### src/design/rmsc_pkg.sv
`timescale 1ns / 1ps
// shared constants, types and the exp2 table for the rms compressor
package rmsc_pkg;

	localparam int SAMPLE_BITS = 24;

	localparam int MS_W     = 2 * SAMPLE_BITS;
	localparam int MS_BASE  = 2 * SAMPLE_BITS - 2;
	localparam int CHUNK_W  = 24;
	localparam int NCHUNK   = (MS_W + CHUNK_W - 1) / CHUNK_W;
	localparam int POS_W    = $clog2(MS_W);
	localparam int NSTEP    = POS_W;
	localparam int LG_W     = POS_W + 16;
	localparam int MUL_W    = (SAMPLE_BITS > 32) ? SAMPLE_BITS : 32;
	localparam int PROD_W   = 2 * MUL_W;
	localparam int CNT_W    = 4;

	localparam int THR_W    = 15;
	localparam int SLOPE_W  = 16;
	localparam int COEF_W   = 24;
	localparam int GAIN_W   = 17;
	localparam int LEVEL_W  = 16;
	localparam int M_W      = 31;
	localparam int G_W      = 31;
	localparam int E_W      = 22;

	localparam int CFG_IDX_W  = 3;
	localparam int CFG_DATA_W = 24;

	localparam logic [CFG_IDX_W-1:0] REG_THRESHOLD = 3'd0;
	localparam logic [CFG_IDX_W-1:0] REG_SLOPE     = 3'd1;
	localparam logic [CFG_IDX_W-1:0] REG_ATTACK    = 3'd2;
	localparam logic [CFG_IDX_W-1:0] REG_RELEASE   = 3'd3;
	localparam logic [CFG_IDX_W-1:0] REG_ENVELOPE  = 3'd4;

	localparam logic [THR_W-1:0]   THR_RESET      = THR_W'(-3840);
	localparam logic [SLOPE_W-1:0] SLOPE_RESET    = SLOPE_W'(-26214);
	localparam logic [COEF_W-1:0]  ATTACK_RESET   = COEF_W'(17459);
	localparam logic [COEF_W-1:0]  RELEASE_RESET  = COEF_W'(17459);
	localparam logic [COEF_W-1:0]  ENVELOPE_RESET = COEF_W'(34913);

	localparam logic [GAIN_W-1:0]  UNITY_GAIN     = GAIN_W'(65536);
	localparam logic [LEVEL_W-1:0] LEVEL_FLOOR    = 16'h8000;
	localparam logic [MUL_W-1:0]   DB_PER_OCT     = MUL_W'(197283);
	localparam logic [MUL_W-1:0]   OCT_PER_DB     = MUL_W'(174165);
	localparam logic [G_W-1:0]     ONE_Q30        = G_W'(1) << 30;
	localparam logic [LG_W-1:0]    LG_BASE        = LG_W'(MS_BASE) << 16;

	typedef logic [15:0][G_W-1:0] pow_tab_t;

	function automatic logic [63:0] isqrt64(input logic [63:0] n_in);
		logic [63:0] n;
		logic [63:0] r;
		logic [63:0] b;
		n = n_in;
		r = '0;
		b = 64'd1 << 62;
		for (int i = 0; i < 32; i++) begin
			if (b > n) b = b >> 2;
		end
		for (int i = 0; i < 32; i++) begin
			if (b != 0) begin
				if (n >= r + b) begin
					n = n - (r + b);
					r = (r >> 1) + b;
				end else begin
					r = r >> 1;
				end
				b = b >> 2;
			end
		end
		return r;
	endfunction

	// entry k is 2^(-2^-(k+1)) in q1.30, each the square root of the one before
	function automatic pow_tab_t build_pow_tab();
		logic [63:0] v;
		pow_tab_t t;
		v = 64'd1 << 29;
		for (int k = 0; k < 16; k++) begin
			v = isqrt64(v << 30);
			t[k] = v[G_W-1:0];
		end
		return t;
	endfunction

	localparam pow_tab_t POW_TAB = build_pow_tab();

endpackage

### src/design/rms_feedforward_compressor.sv
`timescale 1ns / 1ps
// stereo rms feed-forward compressor: sequencer, state and handshakes
// One stereo pair is accepted when the block is idle and worked through by a
// small sequencer around a single shared 32x32 multiplier; a new pair is refused
// (in_stall high) until the sequencer is back in idle. A silent detector skips
// the log2, level and exp2 steps, and a level at or below the threshold skips
// the exp2 steps. When compressing the multiplier does two squares, NCHUNK
// products for each of the two one-pole updates, 16 squarings for the log2
// fraction, one product each for the dB level, the slope and the exponent, 16
// products for the exp2 gain and two output scalings. The result sits in an
// output register, so the next pair may be taken while it waits on out_stall.
// The configuration port is always ready; writes are meant for idle time only.
// Reset clears the detector to zero and the applied gain to unity.
module rms_feedforward_compressor (
	input  logic                                    clk,
	input  logic                                    arst_n,
	input  logic                                    in_valid,
	output logic                                    in_stall,
	input  logic signed [rmsc_pkg::SAMPLE_BITS-1:0] left_in,
	input  logic signed [rmsc_pkg::SAMPLE_BITS-1:0] right_in,
	output logic                                    out_valid,
	input  logic                                    out_stall,
	output logic signed [rmsc_pkg::SAMPLE_BITS-1:0] left_out,
	output logic signed [rmsc_pkg::SAMPLE_BITS-1:0] right_out,
	output logic        [rmsc_pkg::GAIN_W-1:0]      gain_now,
	output logic signed [rmsc_pkg::LEVEL_W-1:0]     level_db,
	input  logic                                    cfg_valid,
	output logic                                    cfg_ready,
	input  logic        [rmsc_pkg::CFG_IDX_W-1:0]   cfg_index,
	input  logic        [rmsc_pkg::CFG_DATA_W-1:0]  cfg_data
);
	import rmsc_pkg::*;

	localparam int SB = SAMPLE_BITS;

	localparam logic [4:0] S_IDLE     = 5'd0;
	localparam logic [4:0] S_SQL      = 5'd1;
	localparam logic [4:0] S_SQR      = 5'd2;
	localparam logic [4:0] S_SUMX     = 5'd3;
	localparam logic [4:0] S_MSDIFF   = 5'd4;
	localparam logic [4:0] S_APMUL    = 5'd5;
	localparam logic [4:0] S_APACC    = 5'd6;
	localparam logic [4:0] S_APDONE   = 5'd7;
	localparam logic [4:0] S_NZ       = 5'd8;
	localparam logic [4:0] S_NORM     = 5'd9;
	localparam logic [4:0] S_LOGINIT  = 5'd10;
	localparam logic [4:0] S_LSQ      = 5'd11;
	localparam logic [4:0] S_LSTEP    = 5'd12;
	localparam logic [4:0] S_DBMUL    = 5'd13;
	localparam logic [4:0] S_DB       = 5'd14;
	localparam logic [4:0] S_CMP      = 5'd15;
	localparam logic [4:0] S_EMUL     = 5'd16;
	localparam logic [4:0] S_EROUND   = 5'd17;
	localparam logic [4:0] S_EXP      = 5'd18;
	localparam logic [4:0] S_EXPW     = 5'd19;
	localparam logic [4:0] S_EFIN     = 5'd20;
	localparam logic [4:0] S_GAINDIFF = 5'd21;
	localparam logic [4:0] S_OUTL     = 5'd22;
	localparam logic [4:0] S_OUTR     = 5'd23;
	localparam logic [4:0] S_OUTR2    = 5'd24;

	// configuration registers
	logic [THR_W-1:0]   thr_q;
	logic [SLOPE_W-1:0] slope_q;
	logic [COEF_W-1:0]  attack_q;
	logic [COEF_W-1:0]  release_q;
	logic [COEF_W-1:0]  env_q;

	// sequencer and block state
	logic [4:0]        state_q;
	logic [CNT_W-1:0]  cnt_q;
	logic [MS_W-1:0]   ms_q;
	logic [GAIN_W-1:0] gain_q;

	// per-pair working registers
	logic [SB-1:0]      l_q;
	logic [SB-1:0]      al_q;
	logic [SB-1:0]      ar_q;
	logic [MS_W-1:0]    x_q;
	logic [MS_W-1:0]    ap_a_q;
	logic [MS_W-1:0]    acc_q;
	logic [COEF_W-1:0]  ap_c_q;
	logic               ap_up_q;
	logic               ap_sel_q;
	logic [MS_W-1:0]    norm_q;
	logic [POS_W-1:0]   pos_q;
	logic [M_W-1:0]     m_q;
	logic [15:0]        frac_q;
	logic [LEVEL_W-1:0] level_q;
	logic [E_W-1:0]     e_q;
	logic [G_W-1:0]     g_q;
	logic [GAIN_W-1:0]  target_q;
	logic [SB-1:0]      left_res_q;
	logic               r_neg_q;

	// output register
	logic               out_valid_q;
	logic [SB-1:0]      left_out_q;
	logic [SB-1:0]      right_out_q;
	logic [GAIN_W-1:0]  gain_out_q;
	logic [LEVEL_W-1:0] level_out_q;

	// multiplier
	logic              mul_en;
	logic [MUL_W-1:0]  mul_a;
	logic [MUL_W-1:0]  mul_b;
	logic [PROD_W-1:0] prod;

	// combinational helpers
	logic [NCHUNK*CHUNK_W-1:0] ap_ext;
	logic [CHUNK_W-1:0]        chunk;
	logic [MS_W:0]             x_sum;
	logic [MS_W-1:0]           ap_cur;
	logic [MS_W-1:0]           ap_res;
	logic [POS_W-1:0]          norm_sh;
	logic [MS_W-1:0]           norm_mask;
	logic                      top_zero;
	logic [MS_W+31:0]          norm_ext;
	logic [31:0]               sq_t;
	logic [LG_W-1:0]           lg;
	logic [LG_W-1:0]           mag;
	logic [47:0]               db_r;
	logic [23:0]               db;
	logic signed [16:0]        lvl_diff;
	logic                      compress;
	logic [SLOPE_W-1:0]        nslope;
	logic [15:0]               e_frac;
	logic [5:0]                e_oct;
	logic [G_W-1:0]            g_sh;
	logic [G_W-1:0]            g_rnd;
	logic [GAIN_W-1:0]         exp_gain;
	logic [SB+15:0]            scale_r;
	logic [SB-1:0]             scale_mag;
	logic                      out_go;
	logic                      in_acc;

	assign in_stall  = (state_q != S_IDLE);
	assign in_acc    = in_valid && !in_stall;
	assign cfg_ready = 1'b1;
	assign out_go    = !out_valid_q || !out_stall;

	assign out_valid = out_valid_q;
	assign left_out  = left_out_q;
	assign right_out = right_out_q;
	assign gain_now  = gain_out_q;
	assign level_db  = level_out_q;

	rmsc_mul u_mul (
		.clk (clk),
		.en  (mul_en),
		.a   (mul_a),
		.b   (mul_b),
		.p_q (prod)
	);

	// one-pole update: chunk of |target - cur| times coefficient, top chunk first
	assign ap_ext = (NCHUNK*CHUNK_W)'(ap_a_q);
	assign chunk  = ap_ext[CHUNK_W*cnt_q +: CHUNK_W];
	assign ap_cur = ap_sel_q ? MS_W'(gain_q) : ms_q;
	assign ap_res = ap_up_q ? (ap_cur + acc_q) : (ap_cur - acc_q);
	assign x_sum  = {1'b0, x_q} + {1'b0, prod[MS_W-1:0]};

	// leading-one search, halving the shift each step
	assign norm_sh   = POS_W'(1) << (POS_W'(NSTEP - 1) - POS_W'(cnt_q));
	assign norm_mask = ~({MS_W{1'b1}} >> norm_sh);
	assign top_zero  = ((norm_q & norm_mask) == '0);
	assign norm_ext  = {norm_q, 32'd0};

	// log2 fraction by repeated squaring of the q1.30 mantissa
	assign sq_t = prod[61:30];
	assign lg   = {pos_q, frac_q};
	assign mag  = (lg >= LG_BASE) ? '0 : (LG_BASE - lg);
	assign db_r = prod[47:0] + 48'h800000;
	assign db   = db_r[47:24];

	// compress only above threshold with a downward slope
	assign lvl_diff = {level_q[LEVEL_W-1], level_q} - {{2{thr_q[THR_W-1]}}, thr_q};
	assign compress = !lvl_diff[16] && (lvl_diff != '0) && slope_q[SLOPE_W-1];
	assign nslope   = ~slope_q + 1'b1;

	// exp2 of the negative exponent: fraction by table products, octaves by shift
	assign e_frac   = e_q[15:0];
	assign e_oct    = e_q[21:16];
	assign g_sh     = g_q >> e_oct[4:0];
	assign g_rnd    = g_sh + G_W'(1 << 13);
	assign exp_gain = (e_oct >= 6'd31) ? '0 : GAIN_W'(g_rnd >> 14);

	// output scaling, rounded half away from zero on the magnitude
	assign scale_r   = prod[SB+15:0] + (SB+16)'(32768);
	assign scale_mag = scale_r[SB+15:16];

	always_comb begin
		mul_en = 1'b0;
		mul_a  = '0;
		mul_b  = '0;
		case (state_q)
			S_SQL: begin
				mul_en = 1'b1;
				mul_a  = MUL_W'(al_q);
				mul_b  = MUL_W'(al_q);
			end
			S_SQR: begin
				mul_en = 1'b1;
				mul_a  = MUL_W'(ar_q);
				mul_b  = MUL_W'(ar_q);
			end
			S_APMUL: begin
				mul_en = 1'b1;
				mul_a  = MUL_W'(chunk);
				mul_b  = MUL_W'(ap_c_q);
			end
			S_LSQ: begin
				mul_en = 1'b1;
				mul_a  = MUL_W'(m_q);
				mul_b  = MUL_W'(m_q);
			end
			S_DBMUL: begin
				mul_en = 1'b1;
				mul_a  = MUL_W'(mag);
				mul_b  = DB_PER_OCT;
			end
			S_CMP: begin
				mul_en = 1'b1;
				mul_a  = MUL_W'(lvl_diff[15:0]);
				mul_b  = MUL_W'(nslope);
			end
			S_EMUL: begin
				mul_en = 1'b1;
				mul_a  = MUL_W'(prod[30:0]);
				mul_b  = OCT_PER_DB;
			end
			S_EXP: begin
				mul_en = 1'b1;
				mul_a  = MUL_W'(g_q);
				mul_b  = e_frac[4'd15 - cnt_q] ? MUL_W'(POW_TAB[cnt_q]) : MUL_W'(ONE_Q30);
			end
			S_OUTL: begin
				mul_en = 1'b1;
				mul_a  = MUL_W'(al_q);
				mul_b  = MUL_W'(gain_q);
			end
			S_OUTR: begin
				mul_en = 1'b1;
				mul_a  = MUL_W'(ar_q);
				mul_b  = MUL_W'(gain_q);
			end
			default: ;
		endcase
	end

	// configuration writes, unknown index ignored
	always_ff @(posedge clk or negedge arst_n) begin
		if (!arst_n) begin
			thr_q     <= THR_RESET;
			slope_q   <= SLOPE_RESET;
			attack_q  <= ATTACK_RESET;
			release_q <= RELEASE_RESET;
			env_q     <= ENVELOPE_RESET;
		end else if (cfg_valid && cfg_ready) begin
			case (cfg_index)
				REG_THRESHOLD: thr_q     <= cfg_data[THR_W-1:0];
				REG_SLOPE:     slope_q   <= cfg_data[SLOPE_W-1:0];
				REG_ATTACK:    attack_q  <= cfg_data[COEF_W-1:0];
				REG_RELEASE:   release_q <= cfg_data[COEF_W-1:0];
				REG_ENVELOPE:  env_q     <= cfg_data[COEF_W-1:0];
				default: ;
			endcase
		end
	end

	// sequencer and the two pieces of lasting state
	always_ff @(posedge clk or negedge arst_n) begin
		if (!arst_n) begin
			state_q <= S_IDLE;
			cnt_q   <= '0;
			ms_q    <= '0;
			gain_q  <= UNITY_GAIN;
		end else begin
			case (state_q)
				S_IDLE: begin
					if (in_acc) state_q <= S_SQL;
				end
				S_SQL:    state_q <= S_SQR;
				S_SQR:    state_q <= S_SUMX;
				S_SUMX:   state_q <= S_MSDIFF;
				S_MSDIFF: begin
					cnt_q   <= CNT_W'(NCHUNK - 1);
					state_q <= S_APMUL;
				end
				S_APMUL:  state_q <= S_APACC;
				S_APACC: begin
					if (cnt_q != '0) begin
						cnt_q   <= cnt_q - 1'b1;
						state_q <= S_APMUL;
					end else begin
						state_q <= S_APDONE;
					end
				end
				S_APDONE: begin
					if (ap_sel_q) begin
						gain_q  <= ap_res[GAIN_W-1:0];
						state_q <= S_OUTL;
					end else begin
						ms_q    <= ap_res;
						state_q <= S_NZ;
					end
				end
				S_NZ: begin
					cnt_q   <= '0;
					state_q <= (ms_q == '0) ? S_GAINDIFF : S_NORM;
				end
				S_NORM: begin
					if (cnt_q == CNT_W'(NSTEP - 1)) begin
						cnt_q   <= '0;
						state_q <= S_LOGINIT;
					end else begin
						cnt_q <= cnt_q + 1'b1;
					end
				end
				S_LOGINIT: state_q <= S_LSQ;
				S_LSQ:     state_q <= S_LSTEP;
				S_LSTEP: begin
					cnt_q <= cnt_q + 1'b1;
					state_q <= (cnt_q == 4'd15) ? S_DBMUL : S_LSQ;
				end
				S_DBMUL:  state_q <= S_DB;
				S_DB:     state_q <= S_CMP;
				S_CMP:    state_q <= compress ? S_EMUL : S_GAINDIFF;
				S_EMUL:   state_q <= S_EROUND;
				S_EROUND: begin
					cnt_q   <= '0;
					state_q <= S_EXP;
				end
				S_EXP:    state_q <= S_EXPW;
				S_EXPW: begin
					cnt_q <= cnt_q + 1'b1;
					state_q <= (cnt_q == 4'd15) ? S_EFIN : S_EXP;
				end
				S_EFIN:   state_q <= S_GAINDIFF;
				S_GAINDIFF: begin
					cnt_q   <= CNT_W'(NCHUNK - 1);
					state_q <= S_APMUL;
				end
				S_OUTL:   state_q <= S_OUTR;
				S_OUTR:   state_q <= S_OUTR2;
				S_OUTR2: begin
					if (out_go) state_q <= S_IDLE;
				end
				default:  state_q <= S_IDLE;
			endcase
		end
	end

	// working datapath registers
	always_ff @(posedge clk) begin
		case (state_q)
			S_IDLE: begin
				if (in_acc) begin
					l_q     <= left_in;
					r_neg_q <= right_in[SB-1];
					al_q    <= left_in[SB-1] ? (~left_in + 1'b1) : left_in;
					ar_q    <= right_in[SB-1] ? (~right_in + 1'b1) : right_in;
				end
			end
			S_SQR:  x_q <= prod[MS_W-1:0];
			S_SUMX: x_q <= x_sum[MS_W:1];
			S_MSDIFF: begin
				ap_up_q  <= (x_q >= ms_q);
				ap_a_q   <= (x_q >= ms_q) ? (x_q - ms_q) : (ms_q - x_q);
				ap_c_q   <= env_q;
				ap_sel_q <= 1'b0;
				acc_q    <= '0;
			end
			S_APACC: begin
				if (cnt_q != '0) acc_q <= (acc_q << CHUNK_W) + prod[MS_W-1:0];
				else             acc_q <= acc_q + MS_W'(prod >> CHUNK_W);
			end
			S_NZ: begin
				norm_q <= ms_q;
				pos_q  <= POS_W'(MS_W - 1);
				if (ms_q == '0) begin
					level_q  <= LEVEL_FLOOR;
					target_q <= UNITY_GAIN;
				end
			end
			S_NORM: begin
				if (top_zero) begin
					norm_q <= norm_q << norm_sh;
					pos_q  <= pos_q - norm_sh;
				end
			end
			S_LOGINIT: begin
				m_q    <= norm_ext[MS_W+31 -: M_W];
				frac_q <= '0;
			end
			S_LSTEP: begin
				frac_q <= {frac_q[14:0], sq_t[31]};
				m_q    <= sq_t[31] ? sq_t[31:1] : sq_t[30:0];
			end
			S_DB: begin
				if (db > 24'd32768) level_q <= LEVEL_FLOOR;
				else                level_q <= 16'd0 - db[15:0];
			end
			S_CMP: begin
				if (!compress) target_q <= UNITY_GAIN;
			end
			S_EROUND: begin
				e_q <= E_W'((prod + PROD_W'(64'h4000000)) >> 27);
				g_q <= ONE_Q30;
			end
			S_EXPW: g_q <= prod[G_W+29:30];
			S_EFIN: target_q <= (exp_gain > UNITY_GAIN) ? UNITY_GAIN : exp_gain;
			S_GAINDIFF: begin
				ap_up_q  <= (target_q >= gain_q);
				ap_a_q   <= MS_W'((target_q >= gain_q) ? (target_q - gain_q)
				                                       : (gain_q - target_q));
				ap_c_q   <= (target_q <= gain_q) ? attack_q : release_q;
				ap_sel_q <= 1'b1;
				acc_q    <= '0;
			end
			S_OUTR: left_res_q <= l_q[SB-1] ? (~scale_mag + 1'b1) : scale_mag;
			default: ;
		endcase
	end

	// output register, refilled once the previous beat is gone
	always_ff @(posedge clk or negedge arst_n) begin
		if (!arst_n) begin
			out_valid_q <= 1'b0;
		end else if (state_q == S_OUTR2 && out_go) begin
			out_valid_q <= 1'b1;
		end else if (!out_stall) begin
			out_valid_q <= 1'b0;
		end
	end

	always_ff @(posedge clk) begin
		if (state_q == S_OUTR2 && out_go) begin
			left_out_q  <= left_res_q;
			right_out_q <= r_neg_q ? (~scale_mag + 1'b1) : scale_mag;
			gain_out_q  <= gain_q;
			level_out_q <= level_q;
		end
	end

	ap_busy_after_accept: assert property (@(posedge clk) disable iff (!arst_n)
		in_acc |=> in_stall)
		else $error("pair accepted but sequencer did not leave idle");

	ap_gain_bound: assert property (@(posedge clk) disable iff (!arst_n)
		gain_q <= UNITY_GAIN)
		else $error("smoothed gain above unity");

	ap_level_nonpos: assert property (@(posedge clk) disable iff (!arst_n)
		out_valid_q |-> (level_out_q[LEVEL_W-1] || level_out_q == '0))
		else $error("reported level above full scale");

	ap_ms_only_on_update: assert property (@(posedge clk) disable iff (!arst_n)
		(state_q != S_APDONE) |=> $stable(ms_q))
		else $error("mean square changed outside its update step");

	ap_gain_only_on_update: assert property (@(posedge clk) disable iff (!arst_n)
		(state_q != S_APDONE) |=> $stable(gain_q))
		else $error("gain changed outside its update step");

endmodule

### src/design/rmsc_mul.sv
`timescale 1ns / 1ps
// shared unsigned multiplier with registered product
module rmsc_mul (
	input  logic                          clk,
	input  logic                          en,
	input  logic [rmsc_pkg::MUL_W-1:0]    a,
	input  logic [rmsc_pkg::MUL_W-1:0]    b,
	output logic [rmsc_pkg::PROD_W-1:0]   p_q
);
	import rmsc_pkg::*;

	always_ff @(posedge clk) begin
		if (en) p_q <= PROD_W'(a) * PROD_W'(b);
	end

endmodule

### config.mk
export PLATFORM = sky130hd
export DESIGN_NAME = rms_feedforward_compressor
export DESIGN_NICKNAME = d
export VERILOG_FILES = /design/src/design/rmsc_pkg.sv /design/src/design/rms_feedforward_compressor.sv /design/src/design/rmsc_mul.sv
export SDC_FILE = /design/constraint.sdc
export NUM_CORES = 2
export LEC_CHECK = 0
export BUFFER_PORTS_ARGS = -buffer_cell sky130_fd_sc_hd__clkbuf_2
export CAP_MARGIN = 20
export CORE_ASPECT_RATIO = 1.5
export CORE_MARGIN = 1.5
export CORE_UTILIZATION = 45
export DETAILED_ROUTE_END_ITERATION = 12
export GPL_TIMING_DRIVEN = 1
export SKIP_CTS_REPAIR_TIMING = 1
export SLEW_MARGIN = 20
export SYNTH_ARGS = -nofsm -noshare
export SYNTH_HDL_FRONTEND = slang
export SYNTH_HIERARCHICAL = 1
export SYNTH_SLANG_ARGS = --single-unit
### constraint.sdc
create_clock -name clk -period 8.8 [get_ports clk]
set_clock_uncertainty 0.05 [all_clocks]
set_input_delay 0.44 -clock clk [delete_from_list [all_inputs] [get_ports clk]]
set_output_delay 0.44 -clock clk [all_outputs]
set_load 0.01 [all_outputs]
* Word level (Yosys, flattened, before mapping)
Memories as Yosys holds them, arrays and structs flattened.
Index checks and enable logic that the tools add are counted.
** Storage, ports and cells
- Register bits after elaboration :: 775
- Memory bits (read-only) :: 496
- Logic and storage cells :: 223
- Memories :: 1
** Operators by class
- Add/subtract/negate cells :: 25
- Multipliers :: 2
- Magnitude comparators :: 9
- Eq/ne operators :: 38
- Shift operators :: 5
- Mux-type cells :: 55
- Bitwise logic cells :: 7
- Reductions and logical operators :: 45
** Memory list
- (name not given) :: depth 16, bits a word 31, read ports 1, clocked after Yosys merged registers in 0, wr ports 0, RTL line rms_feedforward_compressor.sv:235 : mul_b = e_frac[4'd15 - cnt_q] ? MUL_W'(POW_TAB[cnt_q]) : MUL_W'(ONE_Q30);
** Operators by type and width (count)
- $pmux 48 s2 :: 4
- $mux 48 :: 6
- $pmux 31 s9 :: 1
- $pmux 31 s8 :: 1
- $sub 48x48->48 :: 3
- $pmux 31 s2 :: 2
- $pmux 5 s24 :: 1
- $add 48x48->48 :: 2
- $logic_not 48->1 :: 2
- $mux 31 :: 3
- $add 24x1->24 const B :: 3
- $mux 24 :: 3
- $not 24->24 :: 3
- $mux 17 :: 4
- $pmux 16 s2 :: 2
- $mul 31x31->62 :: 1
- $pmux 17 s3 :: 1
- $add 48x48->49 :: 1
- $add 49x27->49 const B :: 1
- $add 48x24->48 const B :: 1
- $add 48x38->48 :: 1
- $and 48x48->48 :: 1
- $ge 48x48->1 :: 1
- $not 48->48 :: 1
- 67 further kinds :: 137

* Depth between registers and ports, before layout
- Word-level depth :: 8
- Mapped depth :: 40

* Modules after synthesis
Netlist, hierarchy kept.
** Modules (own cells, without submodules)
- rms_feedforward_compressor :: instances 1, cells an instance 6045, area each 53971.8 um^2, sequential area each 19866.6 um^2
- rmsc_mul :: instances 1, cells an instance 3797, area each 35404.0 um^2, sequential area each 1921.8 um^2

* Worst setup path before layout
No wires, ideal clock.
- Path type :: register -> register
- Start point :: register cnt_q[0]
- End point :: register u_mul/p_q[55] (netlist bit), data pin
- Data arrival time :: 9.361 ns
- Data required time :: 8.491 ns
- Setup slack :: -0.870 ns
- Stages on the path, launching flop included :: 33
- Buffers on the path :: 7
- Clock period less this slack :: 9.670 ns
- Cell sequence :: dfrtp_1 -> clkbuf_1 -> buf_1 -> buf_1 -> clkbuf_1 -> buf_1 -> mux2i_1 -> nor2_1 -> a221oi_1 -> nand3_1 -> clkbuf_1 -> and2_1 -> fa_1 -> fa_1 -> inv_1 -> fa_1 -> fa_1 -> inv_1 -> fa_1 -> fa_1 -> fa_1 -> fa_1 -> ha_1 -> clkbuf_1 -> and4_1 -> nand2b_2 -> nor2_1 -> a211o_1 -> o2111ai_1 -> a2111oi_2 -> or3b_1 -> a21oi_2 -> xnor2_1
** On the way
- Elaborated cells between the ends (all ways) :: 11
- Those cells by class :: add/sub (1); mul (2); shift (1); mux (6); memory (1)
** RTL lines
- from (decl) :: RTL line rms_feedforward_compressor.sv:71 : logic [CNT_W-1:0] cnt_q;
- from (signal assigned) :: RTL line rms_feedforward_compressor.sv:287 : cnt_q <= CNT_W'(NCHUNK - 1);
- from (signal assigned) :: RTL line rms_feedforward_compressor.sv:293 : cnt_q <= cnt_q - 1'b1;
- from (signal assigned) :: RTL line rms_feedforward_compressor.sv:317 : cnt_q <= cnt_q + 1'b1;
- $mul 2x4->6 :: RTL line rms_feedforward_compressor.sv:158 : assign chunk = ap_ext[CHUNK_W*cnt_q +: CHUNK_W];
- $shiftx 48x10->24 :: RTL line rms_feedforward_compressor.sv:158
- $pmux 31 s8 :: RTL line rms_feedforward_compressor.sv:196 : case (state_q)
- net mul_a[17] :: RTL line rms_feedforward_compressor.sv:105 : logic [MUL_W-1:0] mul_a;
- $mul 31x31->62 :: RTL line rmsc_mul.sv:13 : if (en) p_q <= PROD_W'(a) * PROD_W'(b);
- to (signal assigned) :: RTL line rmsc_mul.sv:13
- to (decl) :: RTL line rmsc_mul.sv:8 : output logic [rmsc_pkg::PROD_W-1:0] p_q
The timed path passes the listed nets, and every way through them passes these cells. The select of a mux whose other input is x is not followed.
A chain may end at the register's enable or synchronous reset.

* Worst setup path after layout
- Start point :: register state_q[1]
- End point :: register u_mul/p_q[51] (netlist bit), data pin
** On the way
- Word-level cells in the longest chain between the ends :: 4
- Elaborated cells between the ends (all ways) :: 16
- Those cells by class :: mul (1); eq/ne (10); mux (2); reduce/logical (3)
** Ends and longest elaborated chain
- from (decl) :: RTL line rms_feedforward_compressor.sv:70 : logic [4:0] state_q;
- from (signal assigned) :: RTL line rms_feedforward_compressor.sv:310 : state_q <= (ms_q == '0) ? S_GAINDIFF : S_NORM;
- from (signal assigned) :: RTL line rms_feedforward_compressor.sv:324 : state_q <= (cnt_q == 4'd15) ? S_DBMUL : S_LSQ;
- from (signal assigned) :: RTL line rms_feedforward_compressor.sv:328 : S_CMP: state_q <= compress ? S_EMUL : S_GAINDIFF;
- $eq 5x5->1, or another cell as far along :: RTL line rms_feedforward_compressor.sv:196
- $reduce_or 2->1 (no line)
- $pmux 31 s8 (*) :: RTL line rms_feedforward_compressor.sv:196
- net mul_a[6] :: RTL line rms_feedforward_compressor.sv:105
- $mul 31x31->62 (*) :: RTL line rmsc_mul.sv:13
The timed path passes the listed nets; every way through them passes the cells marked *.

==> impl_metrics.sql <==
INSERT INTO impl_metrics (metric_group, metric, value, unit) VALUES
('outcome', 'failed_checks', 'negative hold slack, negative setup slack', ''),
('finish', 'final-instance-count-excl-fill', '13200', ''),
('synth', 'yosysSeqAreaShare', '24.4', '%'),
('die', 'die_width', '367', 'um'),
('critical_path', 'kind_of_start_point_of_the_critical_path', 'flip-flop', ''),
('synth', 'synth_edf_count', '576', ''),
('die', 'chipHeight', '549', 'um'),
('power_and_ir_drop', 'net-switching-power', '0.00392', 'W'),
('synth', 'adder_cell_fraction_of_synth_area', '28.3', '%'),
('finish', 'area_delta_synth_final', '16.5', '%'),
('timing', 'hold_violations', '7', ''),
('timing', 'hold-worst-slack', '-0.0309', 'ns'),
('timing', 'unrepaired_setup_endpoints_after_global_routing', 'yes', ''),
('power_and_ir_drop', 'power.switching_fraction', '33.9', '%'),
('hold_path', 'worst_hold_startpoint', 'cfg_data[13]', ''),
('critical_path', 'worst_setup_path_end_kind', 'flip-flop', ''),
('synth', 'synth_area_leader_cell', 'fa_1', ''),
('die', 'floorplan.rows', '200', ''),
('power_and_ir_drop', 'p_per_area', '111', 'nW/um^2'),
('synth', 'synth-compound-area-share', '14.3', '%'),
('placement', 'place_inst', '13000', ''),
('die', 'top_level_ports', '164', ''),
('power_and_ir_drop', 'share_clk_of_total_power', '31.8', '%'),
('synth', 'ys.flop_type', 'edfxtp_1', ''),
('route', 'routed_wire_length_per_instance', '26.6', 'um'),
('timing', 'setup_ws', '-0.963', 'ns'),
('grt', 'antenna_found_initial', '17', ''),
('finish', 'mostFrequentLayoutCell', 'inv_1', ''),
('critical_path', 'startpoint', 'state_q[1]', ''),
('synth', 'netlist_area', '89400', 'sq um'),
('route', 'postRouteWirelength', '352', 'mm'),
('placement', 'port_buffers', '162', ''),
('power_and_ir_drop', 'power.sequential.fraction', '36.1', '%'),
('route', 'ant_nets', '0', ''),
('finish', 'commonest_non_fill_non_tap_cells_in_the_layout', 'inv_1 (1146), nand2_1 (1102), fa_1 (882)', ''),
('synth', 'ys_top_cells_by_area', 'fa_1 (20%), edfxtp_1 (19%), ha_1 (8.0%)', ''),
('synth', 'ys_warn_count', '6', ''),
('die', 'dieArea', '201000', 'sq um'),
('outcome', 'result_of_the_run', 'complete, but fails checks', ''),
('critical_path', 'critical_path.max_stage_delay', '0.60', 'ns'),
('grt', 'first_global_vias', '78700', ''),
('finish', 'nets', '12000', ''),
('synth', 'async_flop_share', '23.6', '%'),
('synth', 'yosys.area_share.simple', '16.4', '%'),
('synth', 'fraction_of_synthesized_cell_area_in_xor_and_xnor_cells', '4.85', '%'),
('placement', 'postPlaceCellArea', '99500', 'sq um'),
('power_and_ir_drop', 'vdd_ir_drop_max', '0.132', 'mV'),
('grt', 'wire_length_of_the_first_global_routing_pass', '511', 'mm'),
('grt', 'grt_max_degree', '115', ''),
('hold_path', 'whs_endpoint', 'thr_q[13]', ''),
('power_and_ir_drop', 'combinationalPowerShare', '32.1', '%'),
('finish', 'drive_above_1_share', '16.5', '%'),
('grt', 'gr-usage-all-layers', '34.2', '%'),
('finish', 'final_util', '52.7', '%'),
('timing', 'slew_hr', '23.3', '%'),
('synth', 'gate_count_after_technology_mapping', '9842', ''),
('timing', 'period_minus_slack', '9.76', 'ns'),
('synth', 'muxShareOfSynthArea', '4.30', '%'),
('critical_path', 'crit_type', 'reg2reg', ''),
('power_and_ir_drop', 'static_leakage', '46.3', 'nW'),
('critical_path', 'crit_arrival', '10.19', 'ns'),
('clock_network', 'insertion_delay', '0.76', 'ns'),
('placement', 'globalplace.congestion', '1.05', ''),
('clock_network', 'cts-root-buf', 'clkbuf_16', ''),
('critical_path', 'r2r_start', 'state_q[1]', ''),
('critical_path', 'reg2reg_setup_slack', '-0.96', 'ns'),
('clock_network', 'cts_tree', 'built', ''),
('timing', 'setup_violations', '38', ''),
('route', 'dr.first_iter.drc_count', '6602', ''),
('die', 'fp.coreArea', '198000', 'sq um'),
('critical_path', 'worst-path-max-fanout', '33', '');
==> synth_stat cells (30+ instances only) <==
cell type and instances:
buf_1 40, o21bai_1 81, edfxtp_1 576, a21o_1 164, a31oi_1 51, mux2_2 121
nand2_1 1114, nand4_1 89, dfstp_2 30, o21ai_0 513, xor2_1 224, a211oi_1 80
inv_1 1164, nand3_1 140, clkbuf_1 526, nand2b_1 59, a222oi_1 41, nor2_1 514
ha_1 575, and3_1 106, a221oi_1 62, o211ai_1 35, o31ai_1 36, dfrtp_1 148
fa_1 905, mux2i_1 183, a21oi_1 614, and2_1 647, nor3_1 110, nor4_1 46
nor2b_1 58, xnor2_1 271, o21a_1 33, o22ai_1 38
==> logic make-up (layout without fill, tap and decap cells) <==
kind of cell,after synthesis,after routing
simple gates,3008,3008
compound gates,2011,2011
buf+inv,1760,2465
fa+ha+maj,1480,1480
flops,754,754
xor+xnor,495,495
mux,332,332
other cells,2,20
==> state kept, by name, indices dropped and copies added (netlist names), 17 cells and up <==
register	cells
ms_q	48
e_q	22
m_q	31
env_q	24
ar_q	24
x_q	48
attack_q	24
acc_q	48
target_q	17
norm_q	48
gain_q	17
al_q	23
left_out	24
gain_now	17
ap_c_q	24
g_q	31
ap_a_q	48
u_mul/p_q	64
left_res_q	24
right_out	24
release_q	24
==> through the flow <==
step	setup TNS, ns	hold slack, ns
finish	-16.57	-0.0309
global route	-29.81	0.000214
CTS	-37.46	-0.426
detailed placement	-35.57	0.356
global placement	-30.57	0.352
floorplan	0	0.0944
==> power groups by stage <==
stage                     clock, W  combinational, W  sequential (W)
after global placement           0           0.00346         0.00424
after detailed placement         0           0.00348         0.00425
after global routing       0.00384           0.00404         0.00420
after floorplan                  0           0.00207         0.00422
after CTS                  0.00373           0.00351         0.00418
final                      0.00369           0.00372         0.00418
==> how the worst max path moves through the flow <==
stage | to | depth (start not counted)
CTS | u_mul/p_q[59] | 34
global route | u_mul/p_q[51] | 36
finish | u_mul/p_q[51] | 34
detailed placement | u_mul/p_q[59] | 34
floorplan | u_mul/p_q[55] | 35
global placement | u_mul/p_q[59] | 35
==> cell type report <==
type                            count  area, sq um
Fill cell                       18300        93600
Multi-Input combinational cell   7337        62500
Sequential cell                   754        21800
Timing Repair Buffer             1145         9370
Inverter                         1167         4380
Tap cell                         2626         3290
Clock buffer                      113         2270
Clock inverter                     40          499
Antenna cell                        9         22.5
==> layer usage <==
metal / track usage (%) / vias to the layer above / part of all wire [%]
met5: 0 / - / 0.010
met4: 22.6 / 6 / 7.9
li1: - / 34500 / -
met1: 39.3 / 38900 / 37
met2: 58.5 / 3099 / 49
met3: 5.92 / 926 / 7.0
==> critical path, delay by kind of cell (launching register included) <==
kind            cells  cell delay, ns
xor+xnor            1            0.13
buf+inv            12            1.92
compound gates      6            1.08
simple gates        6            1.38
fa+ha+maj           9            4.45
flops               1            0.44
Power figures use the tool's default switching activity.
